File: config.mk
export PLATFORM = sky130hd
export DESIGN_NAME = tape_frame_word_packer_unit
export DESIGN_NICKNAME = d
export VERILOG_FILES = /design/src/rtl/core/tfwp_pkg.sv /design/src/rtl/core/tfwp_outq.sv /design/src/rtl/core/tfwp_split.sv /design/src/rtl/core/tfwp_pack.sv /design/src/rtl/core/tape_frame_word_packer_unit.sv
export SDC_FILE = /design/constraint.sdc
export NUM_CORES = 1
export LEC_CHECK = 0
export ABC_AREA = 1
export BUFFER_PORTS_ARGS = -buffer_cell sky130_fd_sc_hd__buf_2
export CORE_MARGIN = 5
export CORE_UTILIZATION = 48
export CTS_BUF_LIST = sky130_fd_sc_hd__clkbuf_4
export DETAILED_ROUTE_END_ITERATION = 7
export GPL_TIMING_DRIVEN = 0
export HOLD_SLACK_MARGIN = 0.02
export PLACE_DENSITY = 0.68
export SYNTH_ARGS = -nofsm -noshare
export SYNTH_HDL_FRONTEND = slang
export SYNTH_SLANG_ARGS = --single-unit
File: constraint.sdc
create_clock -name clk -period 18.12 [get_ports clk]
set_input_delay 0.906 -clock clk [delete_from_list [all_inputs] [get_ports clk]]
set_output_delay 0.906 -clock clk [all_outputs]
set_load 0.005 [all_outputs]
File: src/rtl/core/tfwp_pkg.sv
// Shared types and constants for the tape frame / 36-bit word packer.
// No dependencies; imported by every module under rtl/core.
package tfwp_pkg;

  localparam int WORD_W  = 36;
  localparam int FRAME_W = 8;
  localparam int COUNT_W = 16;
  localparam int POS_W   = 3;

  // frames per word in each format
  localparam logic [POS_W-1:0] LEN_CORE_DUMP = 3'd5;
  localparam logic [POS_W-1:0] LEN_PLAIN     = 3'd4;

  // reset value of the format register
  localparam logic FMT_RESET = 1'b1;

  // result kinds
  localparam logic KIND_WORD  = 1'b0;
  localparam logic KIND_FRAME = 1'b1;

  typedef enum logic [1:0] {
    REQ_READ_FWD = 2'd0,
    REQ_READ_REV = 2'd1,
    REQ_WRITE    = 2'd2,
    REQ_LOAD     = 2'd3
  } req_t;

  // one result item
  typedef struct packed {
    logic               kind;
    logic [WORD_W-1:0]  word;
    logic [FRAME_W-1:0] frame;
    logic               done;
    logic               err;
    logic               last;
  } result_t;

  // hand-off from the request decoder to the frame splitter
  typedef struct packed {
    logic               start;
    logic [WORD_W-1:0]  word;
    logic [POS_W-1:0]   last_idx;
    logic               wrap;
  } wstart_t;

endpackage

File: src/rtl/core/tfwp_outq.sv
// Two-entry result queue: output register plus skid entry.
// Depends on tfwp_pkg.
module tfwp_outq (
  input  logic              clk,
  input  logic              rst,
  input  logic              push,
  input  tfwp_pkg::result_t push_data,
  output logic              can_push,
  output logic              out_valid,
  input  logic              out_stall,
  output tfwp_pkg::result_t head
);
  import tfwp_pkg::*;

  logic [1:0] count;
  result_t    skid;
  logic       pop;

  assign pop       = out_valid && !out_stall;
  assign out_valid = (count != 2'd0);
  assign can_push  = (count != 2'd2);

  // occupancy
  always_ff @(posedge clk) begin
    if (rst) begin
      count <= 2'd0;
    end else if (push && !pop) begin
      count <= count + 2'd1;
    end else if (pop && !push) begin
      count <= count - 2'd1;
    end
  end

  // payload moves: head refills from skid, or from push when skid empty
  always_ff @(posedge clk) begin
    if (pop) begin
      if (count == 2'd2) begin
        head <= skid;
        if (push) begin
          skid <= push_data;
        end
      end else if (push) begin
        head <= push_data;
      end
    end else if (push) begin
      if (count == 2'd0) begin
        head <= push_data;
      end else begin
        skid <= push_data;
      end
    end
  end

  a_no_overflow: assert property (@(posedge clk) disable iff (rst)
    push |-> (count != 2'd2) || pop)
    else $error("push into full result queue");
  a_count_range: assert property (@(posedge clk) disable iff (rst)
    count != 2'd3)
    else $error("result queue count out of range");
  a_drain: assert property (@(posedge clk) disable iff (rst)
    (pop && !push && count == 2'd1) |=> !out_valid)
    else $error("result queue did not drain");

endmodule

File: src/rtl/core/tfwp_split.sv
// Frame splitter: emits the frames of one written word, one per cycle while the result queue has room.
// Depends on tfwp_pkg.
module tfwp_split (
  input  logic              clk,
  input  logic              rst,
  input  tfwp_pkg::wstart_t wstart,
  input  logic              can_push,
  output logic              busy,
  output logic              push,
  output tfwp_pkg::result_t push_data
);
  import tfwp_pkg::*;

  logic [WORD_W-1:0]  word;
  logic [POS_W-1:0]   idx;
  logic [POS_W-1:0]   last_idx;
  logic               wrap;
  logic [FRAME_W-1:0] frame;
  logic               final_frame;

  assign push        = busy && can_push;
  assign final_frame = (idx == last_idx);

  // pick frame idx, most significant byte first, nibble in the fifth
  always_comb begin
    case (idx)
      3'd0:    frame = word[35:28];
      3'd1:    frame = word[27:20];
      3'd2:    frame = word[19:12];
      3'd3:    frame = word[11:4];
      default: frame = {4'b0, word[3:0]};
    endcase
  end

  always_comb begin
    push_data.kind  = KIND_FRAME;
    push_data.word  = '0;
    push_data.frame = frame;
    push_data.done  = final_frame && wrap;
    push_data.err   = 1'b0;
    push_data.last  = final_frame;
  end

  // control
  always_ff @(posedge clk) begin
    if (rst) begin
      busy <= 1'b0;
    end else if (wstart.start) begin
      busy <= 1'b1;
    end else if (push && final_frame) begin
      busy <= 1'b0;
    end
  end

  // payload and frame index
  always_ff @(posedge clk) begin
    if (wstart.start) begin
      word     <= wstart.word;
      last_idx <= wstart.last_idx;
      wrap     <= wstart.wrap;
      idx      <= '0;
    end else if (push) begin
      idx <= idx + 3'd1;
    end
  end

  a_start_idle: assert property (@(posedge clk) disable iff (rst)
    wstart.start |-> !busy)
    else $error("write started while splitting");
  a_end_burst: assert property (@(posedge clk) disable iff (rst)
    (push && final_frame && !wstart.start) |=> !busy)
    else $error("splitter stayed busy after final frame");
  a_idx_bound: assert property (@(posedge clk) disable iff (rst)
    busy |-> idx <= last_idx)
    else $error("frame index beyond burst length");

endmodule

File: src/rtl/core/tfwp_pack.sv
// Request decoder and packer: holds the format, assembly word, position and
// frame count; packs read frames and sizes write bursts. Depends on tfwp_pkg.
module tfwp_pack (
  input  logic                         clk,
  input  logic                         rst,
  input  logic                         cfg_write,
  input  logic                         cfg_data,
  input  logic                         accept,
  input  logic [1:0]                   req_type,
  input  logic [tfwp_pkg::FRAME_W-1:0] frame_in,
  input  logic                         record_end,
  input  logic [tfwp_pkg::WORD_W-1:0]  word_in,
  input  logic [tfwp_pkg::COUNT_W-1:0] count_value,
  output logic                         push,
  output tfwp_pkg::result_t            push_data,
  output tfwp_pkg::wstart_t            wstart
);
  import tfwp_pkg::*;

  logic                 core_dump_format;
  logic [WORD_W-1:0]    assembly_word;
  logic [POS_W-1:0]     frame_position;
  logic [COUNT_W-1:0]   frame_counter;

  logic [WORD_W-1:0]    assembly_word_next;
  logic [POS_W-1:0]     frame_position_next;
  logic [COUNT_W-1:0]   frame_counter_next;

  req_t                 req;
  logic                 reverse;
  logic [POS_W-1:0]     len;
  logic [POS_W-1:0]     pos_sat;
  logic [POS_W-1:0]     slot;
  logic [POS_W-1:0]     pos_inc;
  logic [WORD_W-1:0]    contrib;
  logic [WORD_W-1:0]    packed_word;
  logic [COUNT_W-1:0]   count_inc;
  logic                 word_full;
  logic [COUNT_W:0]     wrap_dist;
  logic                 wrap_hit;
  logic [POS_W-1:0]     burst_len;

  assign req     = req_t'(req_type);
  assign reverse = (req == REQ_READ_REV);
  assign len     = core_dump_format ? LEN_CORE_DUMP : LEN_PLAIN;

  // read slot from the shared position, saturated after a format change
  assign pos_sat = (frame_position >= len) ? len - 3'd1 : frame_position;
  assign slot    = reverse ? len - 3'd1 - pos_sat : pos_sat;
  assign pos_inc = pos_sat + 3'd1;

  always_comb begin
    case (slot)
      3'd0:    contrib = {frame_in, 28'b0};
      3'd1:    contrib = {8'b0, frame_in, 20'b0};
      3'd2:    contrib = {16'b0, frame_in, 12'b0};
      3'd3:    contrib = {24'b0, frame_in, 4'b0};
      default: contrib = {32'b0, frame_in[3:0]};
    endcase
  end

  assign packed_word = assembly_word | contrib;
  assign count_inc   = frame_counter + 16'd1;
  assign word_full   = (pos_inc >= len);

  // write burst: frames until the count wraps, capped at the word length
  assign wrap_dist = {1'b1, {COUNT_W{1'b0}}} - {1'b0, frame_counter};
  assign wrap_hit  = (wrap_dist <= {{(COUNT_W+1-POS_W){1'b0}}, len});
  assign burst_len = wrap_hit ? wrap_dist[POS_W-1:0] : len;

  always_comb begin
    assembly_word_next  = assembly_word;
    frame_position_next = frame_position;
    frame_counter_next  = frame_counter;
    push                = 1'b0;
    push_data.kind      = KIND_WORD;
    push_data.word      = packed_word;
    push_data.frame     = '0;
    push_data.done      = record_end;
    push_data.err       = record_end && !reverse && (count_inc != '0);
    push_data.last      = 1'b1;
    wstart.start        = 1'b0;
    wstart.word         = word_in;
    wstart.last_idx     = burst_len - 3'd1;
    wstart.wrap         = wrap_hit;
    if (accept) begin
      case (req)
        REQ_READ_FWD, REQ_READ_REV: begin
          frame_counter_next = count_inc;
          if (word_full || record_end) begin
            push                = 1'b1;
            assembly_word_next  = '0;
            frame_position_next = '0;
          end else begin
            assembly_word_next  = packed_word;
            frame_position_next = pos_inc;
          end
        end
        REQ_WRITE: begin
          if (frame_counter != '0) begin
            wstart.start       = 1'b1;
            frame_counter_next = frame_counter + {{(COUNT_W-POS_W){1'b0}}, burst_len};
          end
        end
        REQ_LOAD: begin
          frame_counter_next  = count_value;
          assembly_word_next  = '0;
          frame_position_next = '0;
        end
        default: begin
          frame_counter_next = frame_counter;
        end
      endcase
    end
  end

  // format register
  always_ff @(posedge clk) begin
    if (rst) begin
      core_dump_format <= FMT_RESET;
    end else if (cfg_write) begin
      core_dump_format <= cfg_data;
    end
  end

  // packer state
  always_ff @(posedge clk) begin
    if (rst) begin
      assembly_word  <= '0;
      frame_position <= '0;
      frame_counter  <= '0;
    end else begin
      assembly_word  <= assembly_word_next;
      frame_position <= frame_position_next;
      frame_counter  <= frame_counter_next;
    end
  end

  a_one_source: assert property (@(posedge clk) disable iff (rst)
    !(push && wstart.start))
    else $error("read result and write burst in one cycle");
  a_pos_range: assert property (@(posedge clk) disable iff (rst)
    frame_position < LEN_CORE_DUMP)
    else $error("frame position out of range");
  a_burst_nonzero: assert property (@(posedge clk) disable iff (rst)
    wstart.start |-> (burst_len != '0) && (burst_len <= len))
    else $error("bad write burst length");

endmodule

File: src/rtl/core/tape_frame_word_packer_unit.sv
// Tape frame / 36-bit word packer, top level.
// Read and load requests: one per cycle while in_stall is low; a word result is
// registered and ready in the cycle after the frame that completes it. Writes: the
// splitter emits one frame per cycle while the queue has room; requests stall meanwhile.
// Synchronous active-high reset clears state, counter and result queue; the
// format register resets to core-dump (five frames per word).
module tape_frame_word_packer_unit (
  input  logic        clk,
  input  logic        rst,
  input  logic        cfg_write,
  input  logic        cfg_data,
  input  logic        in_valid,
  output logic        in_stall,
  input  logic [1:0]  req_type,
  input  logic [7:0]  frame_in,
  input  logic        record_end,
  input  logic [35:0] word_in,
  input  logic [15:0] count_value,
  output logic        out_valid,
  input  logic        out_stall,
  output logic        kind,
  output logic [35:0] word_out,
  output logic [7:0]  frame_out,
  output logic        record_done,
  output logic        count_error,
  output logic        last
);
  import tfwp_pkg::*;

  logic    accept;
  logic    can_push;
  logic    busy;
  logic    rd_push;
  result_t rd_data;
  logic    wr_push;
  result_t wr_data;
  wstart_t wstart;
  logic    q_push;
  result_t q_data;
  result_t head;

  // stall only from registered state
  assign in_stall = busy || !can_push;
  assign accept   = in_valid && !in_stall;

  tfwp_pack u_pack (
    .clk         (clk),
    .rst         (rst),
    .cfg_write   (cfg_write),
    .cfg_data    (cfg_data),
    .accept      (accept),
    .req_type    (req_type),
    .frame_in    (frame_in),
    .record_end  (record_end),
    .word_in     (word_in),
    .count_value (count_value),
    .push        (rd_push),
    .push_data   (rd_data),
    .wstart      (wstart)
  );

  tfwp_split u_split (
    .clk       (clk),
    .rst       (rst),
    .wstart    (wstart),
    .can_push  (can_push),
    .busy      (busy),
    .push      (wr_push),
    .push_data (wr_data)
  );

  // the two sources never push in the same cycle
  assign q_push = rd_push || wr_push;
  assign q_data = wr_push ? wr_data : rd_data;

  tfwp_outq u_outq (
    .clk       (clk),
    .rst       (rst),
    .push      (q_push),
    .push_data (q_data),
    .can_push  (can_push),
    .out_valid (out_valid),
    .out_stall (out_stall),
    .head      (head)
  );

  assign kind        = head.kind;
  assign word_out    = head.word;
  assign frame_out   = head.frame;
  assign record_done = head.done;
  assign count_error = head.err;
  assign last        = head.last;

endmodule

==> results of run 1 <==
==> cell usage in the layout (no fill, tap or decap), types with 22 or more instances in the layout <==
master,Yosys,final
nand3_1,55,55
edfxtp_1,136,136
clkbuf_1,32,32
inv_1,129,129
buf_2,6,122
a21oi_1,34,34
dfxtp_1,62,62
a211oi_1,22,22
nor2_1,198,198
nand2_1,153,153
o21ai_0,55,55
==> metrics by stage <==
stage / hold WS (ps) / util (%)
finish: 473 / 56.1
global route: 393 / 56.1
CTS: 425 / 56.1
detailed placement: 451 / 54.5
global placement: 447 / 53.8
floorplan: 440 / -
==> critical path, cell delays in order, from the launching register on <==
cell and delay [ps]:
dfxtp_1 570, ha_1 310, o21a_1 190, nand2_1 90, o21ai_0 190, ha_1 270, xnor2_1 200, o21ai_0 120
nand2_1 100, a21oi_1 110, ha_1 270, nor3_2 570, buf_6 240, buf_6 180, buf_6 180
==> path summary, 6_finish.rpt <==
path / startpoint / endpoint / slack, ps / depth (start not counted)
worst max-delay path: u_pack.core_dump_format / u_outq.skid[23] / 14240 / 14
worst min-delay path: word_in[30] / u_split.word[30] / 470 / 1
worst max register to register: u_pack.core_dump_format / u_outq.skid[23] / 14240 / 14
worst min register to register: u_pack.assembly_word[2] / u_pack.assembly_word[2] / 470 / 2
==> report_power, final <==
group	switching, mW	internal (mW)
sequential	0.0283	0.574
combinational	0.265	0.145
clock	0.170	0.0651
total	0.463	0.785
==> logic make-up (layout without fill, tap and decap cells) <==
kind of cell | count (synthesis) | count (layout) | synth area share (%)
AO/OA/AOI/OAI | 184 | 184 | 12.2
XOR/XNOR | 23 | 23 | 2.09
buffers and inverters | 182 | 340 | 7.58
other | 0 | 1 | 0
flip-flops | 198 | 198 | 55.3
adder cells (fa/ha/maj) | 18 | 18 | 2.50
AND/OR/NAND/NOR | 456 | 456 | 20.4
==> layer usage <==
| metal | track usage, % | wire length, µm | up-vias |
|---|---|---|---|
| li1 | - | - | 3846 |
| met1 | 26.3 | 9990 | 3447 |
| met2 | 33.6 | 10800 | 198 |
| met3 | 4.13 | 1210 | 38 |
| met4 | 6.74 | 474 | 2 |
| met5 | 0 | 13 | - |
==> registers in the layout, indices dropped and copies added (netlist names) <==
register	count
u_pack.core_dump_format	1
u_outq.skid	48
u_split.busy	1
u_outq.count	2
u_pack.assembly_word	36
u_split.last_idx	3
u_split.word	36
u_pack.frame_counter	16
u_outq.head	48
u_pack.frame_position	3
u_split.idx	3
u_split.wrap	1
==> final cells by class <==
cell class | count | share of cell area [%]
inverters | 132 | 4.51
clock buffers | 17 | 1.16
flip-flops and latches | 198 | 48.5
diodes | 1 | 0.0228
multi-input cells | 681 | 32.7
clock inverters | 15 | 1.59
well taps | 265 | 3.02
plain buffers | 50 | 2.13
repair buffers | 126 | 6.41
==> reports/summary.txt, run 1 <==
Synthesized flop and latch total = 198
F_max = 258 MHz
Max Cap Viol = 0
Synth area leader = edfxtp_1
Initial antenna violation count = 2
Worst-Margin Slew = 1040 ps
Setup TNS = 0 ps
Most frequent cell after synthesis = nor2_1
Fill cells = 1813
Synth top cells by count = 198 x nor2_1, 153 x nand2_1, 136 x edfxtp_1
CP Class = reg -> reg
Status = completed
Mapped Cells = 1061
Final Hold Viols = 0
Number of global-route vias before repair = 7236
Area grow syn2layout = 14.1%
CTS tree = done
Drt wl/cell = 15.1 µm
Fin crit period = 3880 ps
DRC Markers = 0
Die Wd = 152 µm
Core box area = 19600 µm²
Mean Syn Cell Area = 9.07 µm²
# nets final = 1293
Post-synth top area share = 42.4%
Post-synth EDFFs = 136
Layout cells sized above 1 = 17.1%
Final Skew = 27.9 ps
Final Power = 1.25 mW
Final WL = 22500 µm
PwrDens = 114 nW/µm²
Non-Filler Instances = 1485
GPL Wtd Cong = 0.904
Worst Slack Setup Final = 14240 ps
Tot GR Track Use = 20.2%
Post-synthesis sequential area ratio = 55.3%
Final worst-path cycle share = 21.4%
Synth Flop Type = edfxtp_1
Clk buf depth = 2
Largest net degree at the start of global routing = 22
First-pass GRT wire length = 36200 µm
Clk_lat worst skew = 590 ps
RSZ-0062 raised after global routing = false
Clock sink count = 198
Synth async-reset ratio = 0%
GRT Residual Overflow = 0
Rel. slew slack = 30.6%
H-tree levels = 4
Yosys warnings = 0
Die ar. = 23000 µm²
Crit. End Element = flop
Post-CTS Setup Repair Bufs = 0
Pre-Repair DR Iteration Count = 5
Dominant cells by area after synthesis = edfxtp_1 42%, dfxtp_1 13%, nor2_1 7.7%
VDD IR-drop max = 0.0505 mV
DP HPWL = 17000 µm
DRT iter0 DRCs = 627
Mapped Area = 9630 µm²
Resized Gates After CTS = 0
Max FO, Critical Path = 14
Via count = 7531
Dpl cell area = 10700 µm²
Max Slew Vio Count = 0
Placed Cells = 1452
Reg area = 5330 µm²
Setup Viol. Count Final = 0
LEAKAGE = 4.50 nW
Worst hold-check path type = in -> reg
Final instance area = 11000 µm²
Dpl ws = 14310 ps
Hold Buf Count CTS = 0
Worst Path Arrival = 4180 ps
IO Count = 119
Row cnt = 51
Root buffer cell = clkbuf_4
# port buffers = 116
Clock slew at reported path FFs = 190 ps
Yosys cell types = 45
Worst EP required = 18420 ps
CTS buffer count = 17
Worst setup SP type = flop
Avg Vias per Cell = 5.07
Area of the multi-input gates = 3590 µm²
Syn Nets = 1148
Starting Density = 49.1%
ANT nets after route = 0
Die Ht = 152 µm
Note: power is estimated with default switching activity, not from simulation.
==> run 2, diff against run 1 <==
==> constraint.sdc (replaced) <==
create_clock -name clk -period 3.85 [get_ports clk]
set_input_delay 0.1925 -clock clk [delete_from_list [all_inputs] [get_ports clk]]
set_output_delay 0.1925 -clock clk [all_outputs]
set_load 0.005 [all_outputs]
==> run 2 against run 1 <==
Final cell count is 3.7% higher. Wire length is 4.0% higher. First-iteration DRC count is 13% lower. Core utilization is 3.3 points higher. Critical path type unchanged. Largest cell class unchanged.
==> reports/summary.txt, run 2 (synthesis gave the netlist of run 1 again) <==
Status = completed
Final Power = 5.98 mW (+380%)
Clk_lat worst skew = 600 ps (about the same)
F_max = 280 MHz (+8.7%)
Fill cells = 1739 (-4.1%)
RSZ-0062 raised after global routing = false
Final instance area = 11600 µm² (+5.8%)
Number of global-route vias before repair = 7385 (+2.1%)
Fin crit period = 3570 ps (-312 ps)
GPL Wtd Cong = 0.941 (+4.0%)
DRT iter0 DRCs = 547 (-13%)
Dpl ws = 81.8 ps (-14230 ps)
Final worst-path cycle share = 92.7% (+71 points)
Reg area = 5330 µm² (about the same)
Row cnt = 51 (unchanged)
Area of the multi-input gates = 3610 µm² (+0.77%)
Initial antenna violation count = 2 (unchanged)
Final Hold Viols = 0 (unchanged)
Final Skew = 28.1 ps (+0.183 ps)
CTS tree = done
ANT nets after route = 0 (unchanged)
Commonest non-fill, non-tap cell in the layout = nor2_1
IO Count = 119 (unchanged)
Worst-Margin Slew = 1020 ps (-16.4 ps)
VDD IR-drop max = 0.213 mV (+320%)
LEAKAGE = 4.77 nW (+5.9%)
Largest net degree at the start of global routing = 24 (+9.1%)
Max Slew Vio Count = 0 (unchanged)
Setup Viol. Count Final = 0 (unchanged)
Worst setup SP type = flop
GRT Residual Overflow = 0 (unchanged)
Clock slew at reported path FFs = 180 ps (about the same)
Die Wd = 152 µm (unchanged)
Avg Vias per Cell = 5.12 (+0.88%)
H-tree levels = 4 (unchanged)
Worst hold-check path type = in -> reg
Root buffer cell = clkbuf_4
Crit. End Element = flop
CP Class = reg -> reg
Max FO, Critical Path = 23 (+9)
First-pass GRT wire length = 37000 µm (+2.1%)
Clk buf depth = 2 (unchanged)
Final WL = 23400 µm (+4.0%)
Dpl cell area = 10700 µm² (+0.15%)
Die ar. = 23000 µm² (unchanged)
CTS buffer count = 17 (unchanged)
Tot GR Track Use = 20.4% (+0.28 points)
Post-layout util = 59.3% (+3.3 points)
Starting Density = 49.1% (unchanged)
Drt wl/cell = 15.2 µm (+0.32%)
PwrDens = 515 nW/µm² (+350%)
Worst EP required = 4160 ps (-14260 ps)
DP HPWL = 16900 µm (-0.58%)
Area grow syn2layout = 20.7%
Post-CTS Setup Repair Bufs = 0 (unchanged)
# nets final = 1348 (+4.3%)
Layout cells sized above 1 = 16.5% (-0.66 points)
Rel. slew slack = 31.7% (+1.1 points)
Commonest non-fill, non-tap cells in the layout = 197 x nor2_1, 151 x nand2_1, 136 x edfxtp_1
Via count = 7879 (+4.6%)
Pre-Repair DR Iteration Count = 6 (+1)
Worst Path Arrival = 3880 ps (-300 ps)
# port buffers = 116 (unchanged)
Core box area = 19600 µm² (unchanged)
DRC Markers = 0 (unchanged)
Worst Slack Setup Final = 280 ps (-13960 ps)
Largest registers = u_outq.head (48), u_outq.skid (48)
Max Cap Viol = 0 (unchanged)
Die Ht = 152 µm (unchanged)
Clock sink count = 198 (unchanged)
Setup TNS = 0 ps (unchanged)
## run 2: final timing paths
| check | slack [ps] | startpoint | depth (start not counted) | end |
|---|---|---|---|---|
| max | 280 | u_pack.core_dump_format | 13 | u_outq.skid[31] |
| min | 70 | frame_in[4] | 5 | u_pack.assembly_word[24] |
| max reg2reg | 280 | u_pack.core_dump_format | 13 | u_outq.skid[31] |
| min reg2reg | 470 | u_pack.assembly_word[1] | 2 | u_pack.assembly_word[1] |
## run 2: worst max-delay path, stage by stage, from the launching register on
cell     delay, ps
dfxtp_4        420
ha_1           280
o21a_1         190
nand2_1         90
o21ai_0        190
ha_1           270
xnor2_1        180
o21ai_0        110
nand2_1        100
a21oi_1        130
ha_1           290
nor3_4         570
buf_16         230
buf_8          200
## run 2: metal layers
layer	vias to the layer above	GRT usage, %	part of all wire (%)
met5	-	0	0.056
met4	2	6.92	2.1
met3	43	3.75	5.2
met2	233	34.1	48
met1	3646	26.9	44
li1	3955	-	-
## run 2: area by class of cell
class / count / area share (%)
inverter: 132 / 4.26
sequential: 198 / 45.9
multi-input combinational: 681 / 31.1
clock inverter: 15 / 1.60
antenna: 1 / 0.0215
clock buffer: 17 / 1.10
timing repair buffer: 181 / 11.2
tap: 265 / 2.85
buffer: 50 / 2.01
## run 2: repair_timing
item,in CTS,in global routing
endpoints found under the hold margin,59,0
hold buffers,59,0
setup endpoints to repair,0,120
resized for setup,0,6
## run 2: through the flow
stage	cells	hold WS (ps)
global route	1540	69.2
floorplan	1061	291
global placement	1442	369
detailed placement	1448	371
finish	1540	71.4
CTS	1539	30.7
## run 2: where the power goes
part,switching (mW),internal (mW)
sequential,0.134,2.70
clock,0.837,0.324
combinational,1.26,0.716
total,2.24,3.74
